[src/design/sha256_stream_hash_defines.svh]
// assertion macros for the sha256 stream hash block
// no dependencies; taken in by modules that carry checks
`ifndef SHA256_STREAM_HASH_DEFINES_SVH
`define SHA256_STREAM_HASH_DEFINES_SVH
`ifndef SYNTHESIS
// check under reset gating
`define SHA_ASSERT(lbl, clk, rst_n, prop, msg) \
  lbl: assert property (@(posedge clk) disable iff (!rst_n) prop) else $error(msg);
// check that also holds during reset
`define SHA_ASSERT_ALWAYS(lbl, clk, prop, msg) \
  lbl: assert property (@(posedge clk) prop) else $error(msg);
`else
`define SHA_ASSERT(lbl, clk, rst_n, prop, msg)
`define SHA_ASSERT_ALWAYS(lbl, clk, prop, msg)
`endif
`endif

[src/design/sha_pkg.sv]
// types, constants and round helpers for the sha256 stream hash
// no dependencies
package sha_pkg;

  typedef struct packed {
    logic [31:0] data_word;
    logic [2:0]  valid_bytes;
    logic        end_of_message;
  } sha_in_t;

  typedef struct packed {
    logic [31:0] digest_word;
    logic [2:0]  word_index;
    logic        last_word;
  } sha_out_t;

  typedef enum logic [2:0] {
    ST_IDLE, ST_BYTES, ST_PAD, ST_ZERO, ST_LEN, ST_COMP, ST_UPD, ST_OUT
  } sha_state_t;

  typedef enum logic [1:0] {
    SRC_ITEM, SRC_PAD, SRC_ZERO, SRC_LEN
  } sha_src_t;

  // controller to datapath
  typedef struct packed {
    logic        load_item;
    logic        push;
    sha_src_t    src;
    logic [1:0]  item_pos;
    logic [2:0]  len_idx;
    logic        round;
    logic [5:0]  round_idx;
    logic        update;
    logic        clear;
  } sha_cmd_t;

  // datapath to controller
  typedef struct packed {
    logic [2:0] nb;
    logic       eom;
  } sha_sts_t;

  localparam logic [7:0] PAD_BYTE = 8'h80;
  localparam logic [5:0] LEN_FILL = 6'd56;

  localparam logic [31:0] H_INIT [8] = '{
    32'h6a09e667, 32'hbb67ae85, 32'h3c6ef372, 32'ha54ff53a,
    32'h510e527f, 32'h9b05688c, 32'h1f83d9ab, 32'h5be0cd19
  };

  localparam logic [31:0] K_TAB [64] = '{
    32'h428a2f98, 32'h71374491, 32'hb5c0fbcf, 32'he9b5dba5,
    32'h3956c25b, 32'h59f111f1, 32'h923f82a4, 32'hab1c5ed5,
    32'hd807aa98, 32'h12835b01, 32'h243185be, 32'h550c7dc3,
    32'h72be5d74, 32'h80deb1fe, 32'h9bdc06a7, 32'hc19bf174,
    32'he49b69c1, 32'hefbe4786, 32'h0fc19dc6, 32'h240ca1cc,
    32'h2de92c6f, 32'h4a7484aa, 32'h5cb0a9dc, 32'h76f988da,
    32'h983e5152, 32'ha831c66d, 32'hb00327c8, 32'hbf597fc7,
    32'hc6e00bf3, 32'hd5a79147, 32'h06ca6351, 32'h14292967,
    32'h27b70a85, 32'h2e1b2138, 32'h4d2c6dfc, 32'h53380d13,
    32'h650a7354, 32'h766a0abb, 32'h81c2c92e, 32'h92722c85,
    32'ha2bfe8a1, 32'ha81a664b, 32'hc24b8b70, 32'hc76c51a3,
    32'hd192e819, 32'hd6990624, 32'hf40e3585, 32'h106aa070,
    32'h19a4c116, 32'h1e376c08, 32'h2748774c, 32'h34b0bcb5,
    32'h391c0cb3, 32'h4ed8aa4a, 32'h5b9cca4f, 32'h682e6ff3,
    32'h748f82ee, 32'h78a5636f, 32'h84c87814, 32'h8cc70208,
    32'h90befffa, 32'ha4506ceb, 32'hbef9a3f7, 32'hc67178f2
  };

  function automatic logic [31:0] rotr(input logic [31:0] x, input int n);
    return (x >> n) | (x << (32 - n));
  endfunction

endpackage

[src/design/sha_dp.sv]
// datapath: item capture, block shift line, schedule, rounds, hash state
// depends on sha_pkg
module sha_dp (
  input  logic              clk,
  input  logic              rst_n,
  input  sha_pkg::sha_in_t  in_data,
  input  sha_pkg::sha_cmd_t cmd,
  input  logic [2:0]        out_idx,
  output sha_pkg::sha_sts_t sts,
  output logic [31:0]       digest_word
);
  import sha_pkg::*;

  logic [31:0]  word_r;
  logic [2:0]   nb_r;
  logic         eom_r;
  logic [63:0]  bits_r;
  logic [511:0] blk_r;
  logic [31:0]  v_r [8];
  logic [31:0]  hash_r [8];

  logic [7:0]  push_byte;
  logic [2:0]  nb_clamp;
  logic [31:0] w0, w1, w9, w14, w_new;
  logic [31:0] t1, t2, e, a;

  // clamp byte count to four
  assign nb_clamp = (in_data.valid_bytes > 3'd4) ? 3'd4 : in_data.valid_bytes;

  // byte source select
  always_comb begin
    case (cmd.src)
      SRC_ITEM: push_byte = word_r[{~cmd.item_pos, 3'b000} +: 8];
      SRC_PAD:  push_byte = PAD_BYTE;
      SRC_ZERO: push_byte = 8'h00;
      SRC_LEN:  push_byte = bits_r[{~cmd.len_idx, 3'b000} +: 8];
      default:  push_byte = 8'h00;
    endcase
  end

  // message schedule taps
  assign w0    = blk_r[511:480];
  assign w1    = blk_r[479:448];
  assign w9    = blk_r[223:192];
  assign w14   = blk_r[63:32];
  assign w_new = (rotr(w14, 17) ^ rotr(w14, 19) ^ (w14 >> 10)) + w9
               + (rotr(w1, 7) ^ rotr(w1, 18) ^ (w1 >> 3)) + w0;

  // one compression round
  assign e  = v_r[4];
  assign a  = v_r[0];
  assign t1 = v_r[7] + (rotr(e, 6) ^ rotr(e, 11) ^ rotr(e, 25))
            + ((e & v_r[5]) ^ (~e & v_r[6])) + K_TAB[cmd.round_idx] + w0;
  assign t2 = (rotr(a, 2) ^ rotr(a, 13) ^ rotr(a, 22))
            + ((a & v_r[1]) ^ (a & v_r[2]) ^ (v_r[1] & v_r[2]));

  // item capture and block shift line
  always_ff @(posedge clk) begin
    if (cmd.load_item) begin
      word_r <= in_data.data_word;
      nb_r   <= nb_clamp;
      eom_r  <= in_data.end_of_message;
    end
    if (cmd.push) begin
      blk_r <= {blk_r[503:0], push_byte};
    end else if (cmd.round) begin
      blk_r <= {blk_r[479:0], w_new};
    end
  end

  // bit count
  always_ff @(posedge clk) begin
    if (!rst_n || cmd.clear) begin
      bits_r <= '0;
    end else if (cmd.load_item) begin
      bits_r <= bits_r + {58'd0, nb_clamp, 3'b000};
    end
  end

  // working variables and chaining value
  always_ff @(posedge clk) begin
    if (!rst_n || cmd.clear) begin
      for (int i = 0; i < 8; i++) begin
        hash_r[i] <= H_INIT[i];
        v_r[i]    <= H_INIT[i];
      end
    end else if (cmd.round) begin
      v_r[7] <= v_r[6];
      v_r[6] <= v_r[5];
      v_r[5] <= v_r[4];
      v_r[4] <= v_r[3] + t1;
      v_r[3] <= v_r[2];
      v_r[2] <= v_r[1];
      v_r[1] <= v_r[0];
      v_r[0] <= t1 + t2;
    end else if (cmd.update) begin
      for (int i = 0; i < 8; i++) begin
        hash_r[i] <= hash_r[i] + v_r[i];
        v_r[i]    <= hash_r[i] + v_r[i];
      end
    end
  end

  assign sts.nb       = nb_r;
  assign sts.eom      = eom_r;
  assign digest_word  = hash_r[out_idx];

endmodule

[src/design/sha_ctrl.sv]
// controller: byte sequencing, padding, round count and digest output
// depends on sha_pkg and sha256_stream_hash_defines.svh
`include "sha256_stream_hash_defines.svh"
module sha_ctrl (
  input  logic              clk,
  input  logic              rst_n,
  input  logic              in_valid,
  output logic              in_ready,
  output logic              out_valid,
  input  logic              out_ready,
  input  sha_pkg::sha_sts_t sts,
  output sha_pkg::sha_cmd_t cmd,
  output logic [2:0]        out_idx
);
  import sha_pkg::*;

  sha_state_t state_r, state_nxt, ret_r, ret_nxt;
  logic [2:0] pos_r;
  logic [5:0] fill_r;
  logic [2:0] lidx_r;
  logic [5:0] rnd_r;
  logic [2:0] oidx_r;
  logic       full;

  assign full = (fill_r == 6'd63);

  // next state
  always_comb begin
    state_nxt = state_r;
    ret_nxt   = ret_r;
    case (state_r)
      ST_IDLE: begin
        if (in_valid) state_nxt = ST_BYTES;
      end
      ST_BYTES: begin
        if (pos_r < sts.nb) begin
          if (full) begin
            state_nxt = ST_COMP;
            ret_nxt   = ST_BYTES;
          end
        end else begin
          state_nxt = sts.eom ? ST_PAD : ST_IDLE;
        end
      end
      ST_PAD: begin
        state_nxt = full ? ST_COMP : ST_ZERO;
        ret_nxt   = ST_ZERO;
      end
      ST_ZERO: begin
        if (fill_r == LEN_FILL) begin
          state_nxt = ST_LEN;
        end else if (full) begin
          state_nxt = ST_COMP;
          ret_nxt   = ST_ZERO;
        end
      end
      ST_LEN: begin
        if (lidx_r == 3'd7) begin
          state_nxt = ST_COMP;
          ret_nxt   = ST_OUT;
        end
      end
      ST_COMP: begin
        if (rnd_r == 6'd63) state_nxt = ST_UPD;
      end
      ST_UPD: begin
        state_nxt = ret_r;
      end
      ST_OUT: begin
        if (out_ready && oidx_r == 3'd7) state_nxt = ST_IDLE;
      end
      default: state_nxt = ST_IDLE;
    endcase
  end

  // outputs and commands
  always_comb begin
    cmd           = '0;
    cmd.src       = SRC_ITEM;
    cmd.item_pos  = pos_r[1:0];
    cmd.len_idx   = lidx_r;
    cmd.round_idx = rnd_r;
    in_ready      = 1'b0;
    out_valid     = 1'b0;
    case (state_r)
      ST_IDLE: begin
        in_ready      = 1'b1;
        cmd.load_item = in_valid;
      end
      ST_BYTES: cmd.push = (pos_r < sts.nb);
      ST_PAD: begin
        cmd.push = 1'b1;
        cmd.src  = SRC_PAD;
      end
      ST_ZERO: begin
        cmd.push = (fill_r != LEN_FILL);
        cmd.src  = SRC_ZERO;
      end
      ST_LEN: begin
        cmd.push = 1'b1;
        cmd.src  = SRC_LEN;
      end
      ST_COMP: cmd.round  = 1'b1;
      ST_UPD:  cmd.update = 1'b1;
      ST_OUT: begin
        out_valid = 1'b1;
        cmd.clear = out_ready && (oidx_r == 3'd7);
      end
      default: ;
    endcase
  end

  // state and counters
  always_ff @(posedge clk) begin
    if (!rst_n) begin
      state_r <= ST_IDLE;
      ret_r   <= ST_IDLE;
      pos_r   <= '0;
      fill_r  <= '0;
      lidx_r  <= '0;
      rnd_r   <= '0;
      oidx_r  <= '0;
    end else begin
      state_r <= state_nxt;
      ret_r   <= ret_nxt;
      if (cmd.load_item) pos_r <= '0;
      else if (cmd.push && state_r == ST_BYTES) pos_r <= pos_r + 3'd1;
      if (cmd.push) fill_r <= fill_r + 6'd1;
      if (cmd.push && state_r == ST_LEN) lidx_r <= lidx_r + 3'd1;
      if (cmd.round) rnd_r <= rnd_r + 6'd1;
      if (out_valid && out_ready) oidx_r <= oidx_r + 3'd1;
    end
  end

  assign out_idx = oidx_r;

  `SHA_ASSERT(a_out_block_empty, clk, rst_n, (state_r == ST_OUT) |-> (fill_r == 6'd0), "digest shown with partial block")
  `SHA_ASSERT(a_round_end, clk, rst_n, (state_r == ST_COMP && rnd_r == 6'd63) |=> (state_r == ST_UPD), "rounds did not end in update")
  `SHA_ASSERT(a_len_fill, clk, rst_n, (state_r == ST_LEN) |-> (fill_r[5:3] == 3'b111), "length bytes out of place")
  `SHA_ASSERT_ALWAYS(a_busy_no_ready, clk, (in_ready && out_valid) |-> 1'b0, "input taken while digest pending")

endmodule

[src/design/sha256_stream_hash.sv]
// channel  | signals                      | direction
// in       | in_valid in_ready in_data    | bytes of the message, item by item
// out      | out_valid out_ready out_data | eight digest words per message
//
// each item is accepted, then its valid bytes are pushed one by one, then closed.
// a full 64-byte block is compressed: 64 rounds on the single round unit
// and the chaining update.
// end of message pushes the pad, zero and length bytes (idle step before length),
// compresses each closed block and sends 8 digest words, one per accepted cycle.
// reset (rst_n low, synchronous) loads the initial hash and clears the counts.
// either side may stall at any time; one item is handled at a time.
// top level of the sha256 stream hash; depends on sha_pkg, sha_ctrl, sha_dp
module sha256_stream_hash (
  input  logic              clk,
  input  logic              rst_n,
  input  logic              in_valid,
  output logic              in_ready,
  input  sha_pkg::sha_in_t  in_data,
  output logic              out_valid,
  input  logic              out_ready,
  output sha_pkg::sha_out_t out_data
);
  import sha_pkg::*;

  sha_cmd_t    cmd;
  sha_sts_t    sts;
  logic [2:0]  out_idx;
  logic [31:0] digest_word;

  sha_ctrl u_ctrl (
    .clk, .rst_n, .in_valid, .in_ready, .out_valid, .out_ready,
    .sts, .cmd, .out_idx
  );

  sha_dp u_dp (
    .clk, .rst_n, .in_data, .cmd, .out_idx, .sts, .digest_word
  );

  // result item
  assign out_data.digest_word = digest_word;
  assign out_data.word_index  = out_idx;
  assign out_data.last_word   = (out_idx == 3'd7);

endmodule
[config.mk]
export PLATFORM = sky130hd
export DESIGN_NAME = sha256_stream_hash
export DESIGN_NICKNAME = d
export VERILOG_FILES = /design/src/design/sha_pkg.sv /design/src/design/sha_dp.sv /design/src/design/sha_ctrl.sv /design/src/design/sha256_stream_hash.sv
export VERILOG_INCLUDE_DIRS = /design/src /design/src/design
export SDC_FILE = /design/constraint.sdc
export NUM_CORES = 2
export LEC_CHECK = 0
export ABC_AREA = 1
export BUFFER_PORTS_ARGS = -buffer_cell sky130_fd_sc_hd__buf_2
export CAP_MARGIN = 30
export CORE_MARGIN = 10
export CORE_UTILIZATION = 50
export CTS_CLUSTER_SIZE = 12
export DETAILED_ROUTE_END_ITERATION = 10
export PLACE_DENSITY = 0.64
export SLEW_MARGIN = 20
export SYNTH_ARGS = -nofsm -noshare
export SYNTH_HDL_FRONTEND = slang
export SYNTH_HIERARCHICAL = 1
export SYNTH_SLANG_ARGS = --single-unit
[constraint.sdc]
create_clock -name clk -period 42.6 [get_ports clk]
set_clock_uncertainty 0.15 [all_clocks]
set_input_delay 2.13 -clock clk [delete_from_list [all_inputs] [get_ports clk]]
set_output_delay 2.13 -clock clk [all_outputs]
set_load 0.05 [all_outputs]
==> results.toml <==
[floorplan]
initial_utilization_pct = 50.2
fp.coreArea_um2 = 162000
dieArea_um2 = 180000
ios = 78
die_w_um = 424
die-height_um = 424
core.rowCount = 148

[route]
via_per_inst = 6.04
ant_nets = 0
wl_um = 331000
dr.pass1.iters = 9
drc_errors = 0
drt-initial-drc-count = 10400
wl_per_cell_um = 26.7
vias = 74800

[power_and_ir_drop]
power.total_w = 0.00853
power-per-cell-area_nw_per_um2 = 96.3
p_leak_nw = 37.3
p_sw_share_pct = 53.4
p_seq_share_pct = 18.8
p_sw_w = 0.00455
pwr-share-clk_pct = 13.9
combinationalPowerShare_pct = 67.3
peakVddDrop_mv = 0.121
internal_power_w = 0.00398

[timing]
max_freq_mhz = 110
rsz0062_at_grt = "no"
slew_violations = 0
worstMarginPinSlew_ns = 1.29
fin_setup_tns_ns = 0
relSlewSlack_pct = 14.2
finalWorstSetupSlack_ns = 33.49
hold_viol = 0
setup_violations = 0
post-route-min-period_ns = 9.11
post-route-period-util_pct = 21.4

[clock_network]
clkTransAtPathRegs_ns = 0.06
post_cts_buffers = 0
clk_path_buf_depth = 3
cts_buffers = 136
cts_resized = 0
ctsHoldBuffers = 0
clock_latency_ns = 0.83
root_buffer = "clkbuf_16"
cts_tree = "built"
cts_htree_levels = 4
cts_num_sinks = 1148

[synth]
yosysWarnings = 6
synthXorXnorAreaFrac_pct = 4.02
synth_compound_area_share_pct = 14.6
synth_edf_count = 1060
synthAdderAreaFrac_pct = 10.9
synth_area_leader_cell = "edfxtp_1"
synth.area.mux_share_pct = 0.0982
synthFlopType = "edfxtp_1"
syn_inst = 10200
yosys.area_share.simple_pct = 21.7
syn-num-nets = 10800
synthTopCellsByArea = "edfxtp_1, nand2_1, ha_1, inv_1, o21ai_0"
async_flop_share_pct = 0
yosysSeqAreaShare_pct = 41.2
synth.distinct_cells = 72
syn_area_um2 = 81500
synth_top_family_by_area = "simple AND/OR/NAND/NOR gates"
ys_ff_latch = 1148
syn_avg_cell_area_um2 = 8.01
synth_top_cell_area_share_pct = 39.0

[critical_path]
crit_fanout = 19
r2r_start = "u_ctrl/rnd_r[1]"
slowest_delay_ns = 0.81
criticalPathCategory = "reg2reg"
worstPathArrival_ns = 9.45
required_ns = 42.94
r2r_end = "u_dp/v_r[0][27]"
cp-startpoint = "u_ctrl/rnd_r[1]"
cp-end-kind = "flop"
slowest_stage = "dfxtp_1"
startpoint_type = "flop"
crit_end = "u_dp/v_r[0][27]"
r2r_slack_ns = 33.49
reg2regPathDepth = 39

[global_routing]
antenna_found_initial = 19
grt_max_degree = 212
grt_pass1_vias = 69700
grt_overflow = 0
grtUsageTotal_pct = 35.5
grt_pass1_wl_um = 474000

[run]
cap_violations = 0

[layout]
nFillCells = 15300
nNetsFinal = 10700
drive_gt1_share_pct = 4.90
area_growth_pct = 8.66
final_util_pct = 54.6

[status]
outcome = "completed"

[place]
placement.io_buffers = 77
dp_slack_ns = 33.74
gp_congestion = 1.10
hpwl_um = 256000

[worst_hold_path]
holdCritPathClass = "reg2reg"
hold_start = "u_ctrl/ret_r[0]"
min_path_cells = 2
==> cells in the mapped netlist (all sizes together), types with 17 or more instances <==
| library cell | n |
|---|---|
| nand2 | 2714 |
| inv | 1207 |
| edfxtp | 1060 |
| nor2 | 902 |
| o21ai | 886 |
| a21oi | 724 |
| ha | 399 |
| nand3 | 377 |
| clkbuf | 282 |
| fa | 196 |
| xnor2 | 188 |
| xor2 | 186 |
| nor3 | 125 |
| buf | 97 |
| a31oi | 88 |
| dfxtp | 88 |
| nand4 | 84 |
| o21bai | 84 |
| o22ai | 67 |
| a21o | 66 |
| or2 | 50 |
| nor4 | 44 |
| a21boi | 29 |
| nand3b | 29 |
| o21a | 28 |
| o211ai | 26 |
| o221ai | 22 |
| a211oi | 17 |
==> layer usage <==
| metal | track usage (%) | part of all wire (%) | vias to the layer above |
|---|---|---|---|
| li1 | - | - | 33900 |
| met1 | 49.8 | 41 | 35900 |
| met2 | 51.3 | 42 | 4271 |
| met3 | 8.48 | 11 | 769 |
| met4 | 17.1 | 5.9 | 20 |
| met5 | 0 | 0.042 | - |
==> logic make-up after synthesis <==
group / after synthesis
AO/OA/AOI/OAI: 2115
multiplexers: 8
flip-flops: 1148
adder cells (fa/ha/maj): 596
XOR/XNOR: 374
AND/OR/NAND/NOR: 4343
buffers and inverters: 1589
==> layout make-up <==
type	count	area, µm²	area share [%]
Antenna cell	7	17.5	0.0198
Sequential cell	1148	33600	37.9
Clock inverter	69	783	0.884
Timing Repair Buffer	170	1290	1.45
Inverter	1210	4560	5.15
Multi-Input combinational cell	7436	41900	47.3
Tap cell	2175	2720	3.07
Clock buffer	170	3690	4.17
==> placed cells by master, fill, tap and decap left out, types with 188 or more instances in the layout <==
cell type / instances
a21oi_1: 716
edfxtp_1: 1060
fa_1: 196
ha_1: 399
inv_1: 1193
nand2_1: 2705
nand3_1: 375
nor2_1: 886
o21ai_0: 797
xnor2_1: 188
==> power by group through the flow <==
stage	combinational [W]	sequential, W	clock (W)
6_report	0.00574	0.00160	0.00119
5_1_grt	0.00629	0.00160	0.00124
4_1_cts	0.00555	0.00159	0.00120
3_5_place_dp	0.00552	0.00161	0
3_3_place_gp	0.00553	0.00161	0
2_1_floorplan	0.00387	0.00156	0
==> sequential cells by signal, summed over array words and instances, names as in the netlist, 6 cells and up <==
| signal | flops |
|---|---|
| u_ctrl/fill_r | 6 |
| u_ctrl/rnd_r | 6 |
| u_dp/bits_r | 61 |
| u_dp/blk_r | 512 |
| u_dp/hash_r | 256 |
| u_dp/v_r | 256 |
| u_dp/word_r | 32 |
==> metrics by stage <==
stage	cell area, µm²	std cells	hold WS, ns
2_1_floorplan	81500	10200	0.277
3_3_place_gp	83800	12100	0.295
3_5_place_dp	83900	12100	0.296
4_1_cts	88300	12400	0.303
5_1_grt	88600	12400	0.349
6_report	88600	12400	0.304
==> worst min-delay path by stage <==
stage | endpoint | slack (ns)
after CTS | u_ctrl/ret_r[0] | 0.30
final | u_ctrl/ret_r[0] | 0.30
after global placement | u_ctrl/ret_r[0] | 0.29
after detailed placement | u_ctrl/ret_r[0] | 0.30
after global routing | u_ctrl/ret_r[0] | 0.35
after floorplan | u_ctrl/ret_r[0] | 0.28
==> worst max-delay path: cells and delay by family (launching register included) <==
| kind | cells | cell delay, ns |
|---|---|---|
| AOI/OAI and AO/OA | 8 | 1.67 |
| buffers and inverters | 9 | 1.15 |
| adders and majority gates | 7 | 2.61 |
| DFF | 1 | 0.81 |
| xor gates and xnor gates | 1 | 0.36 |
| and+or+nand+nor | 14 | 2.03 |
Note: power is estimated with default switching activity, not from simulation.
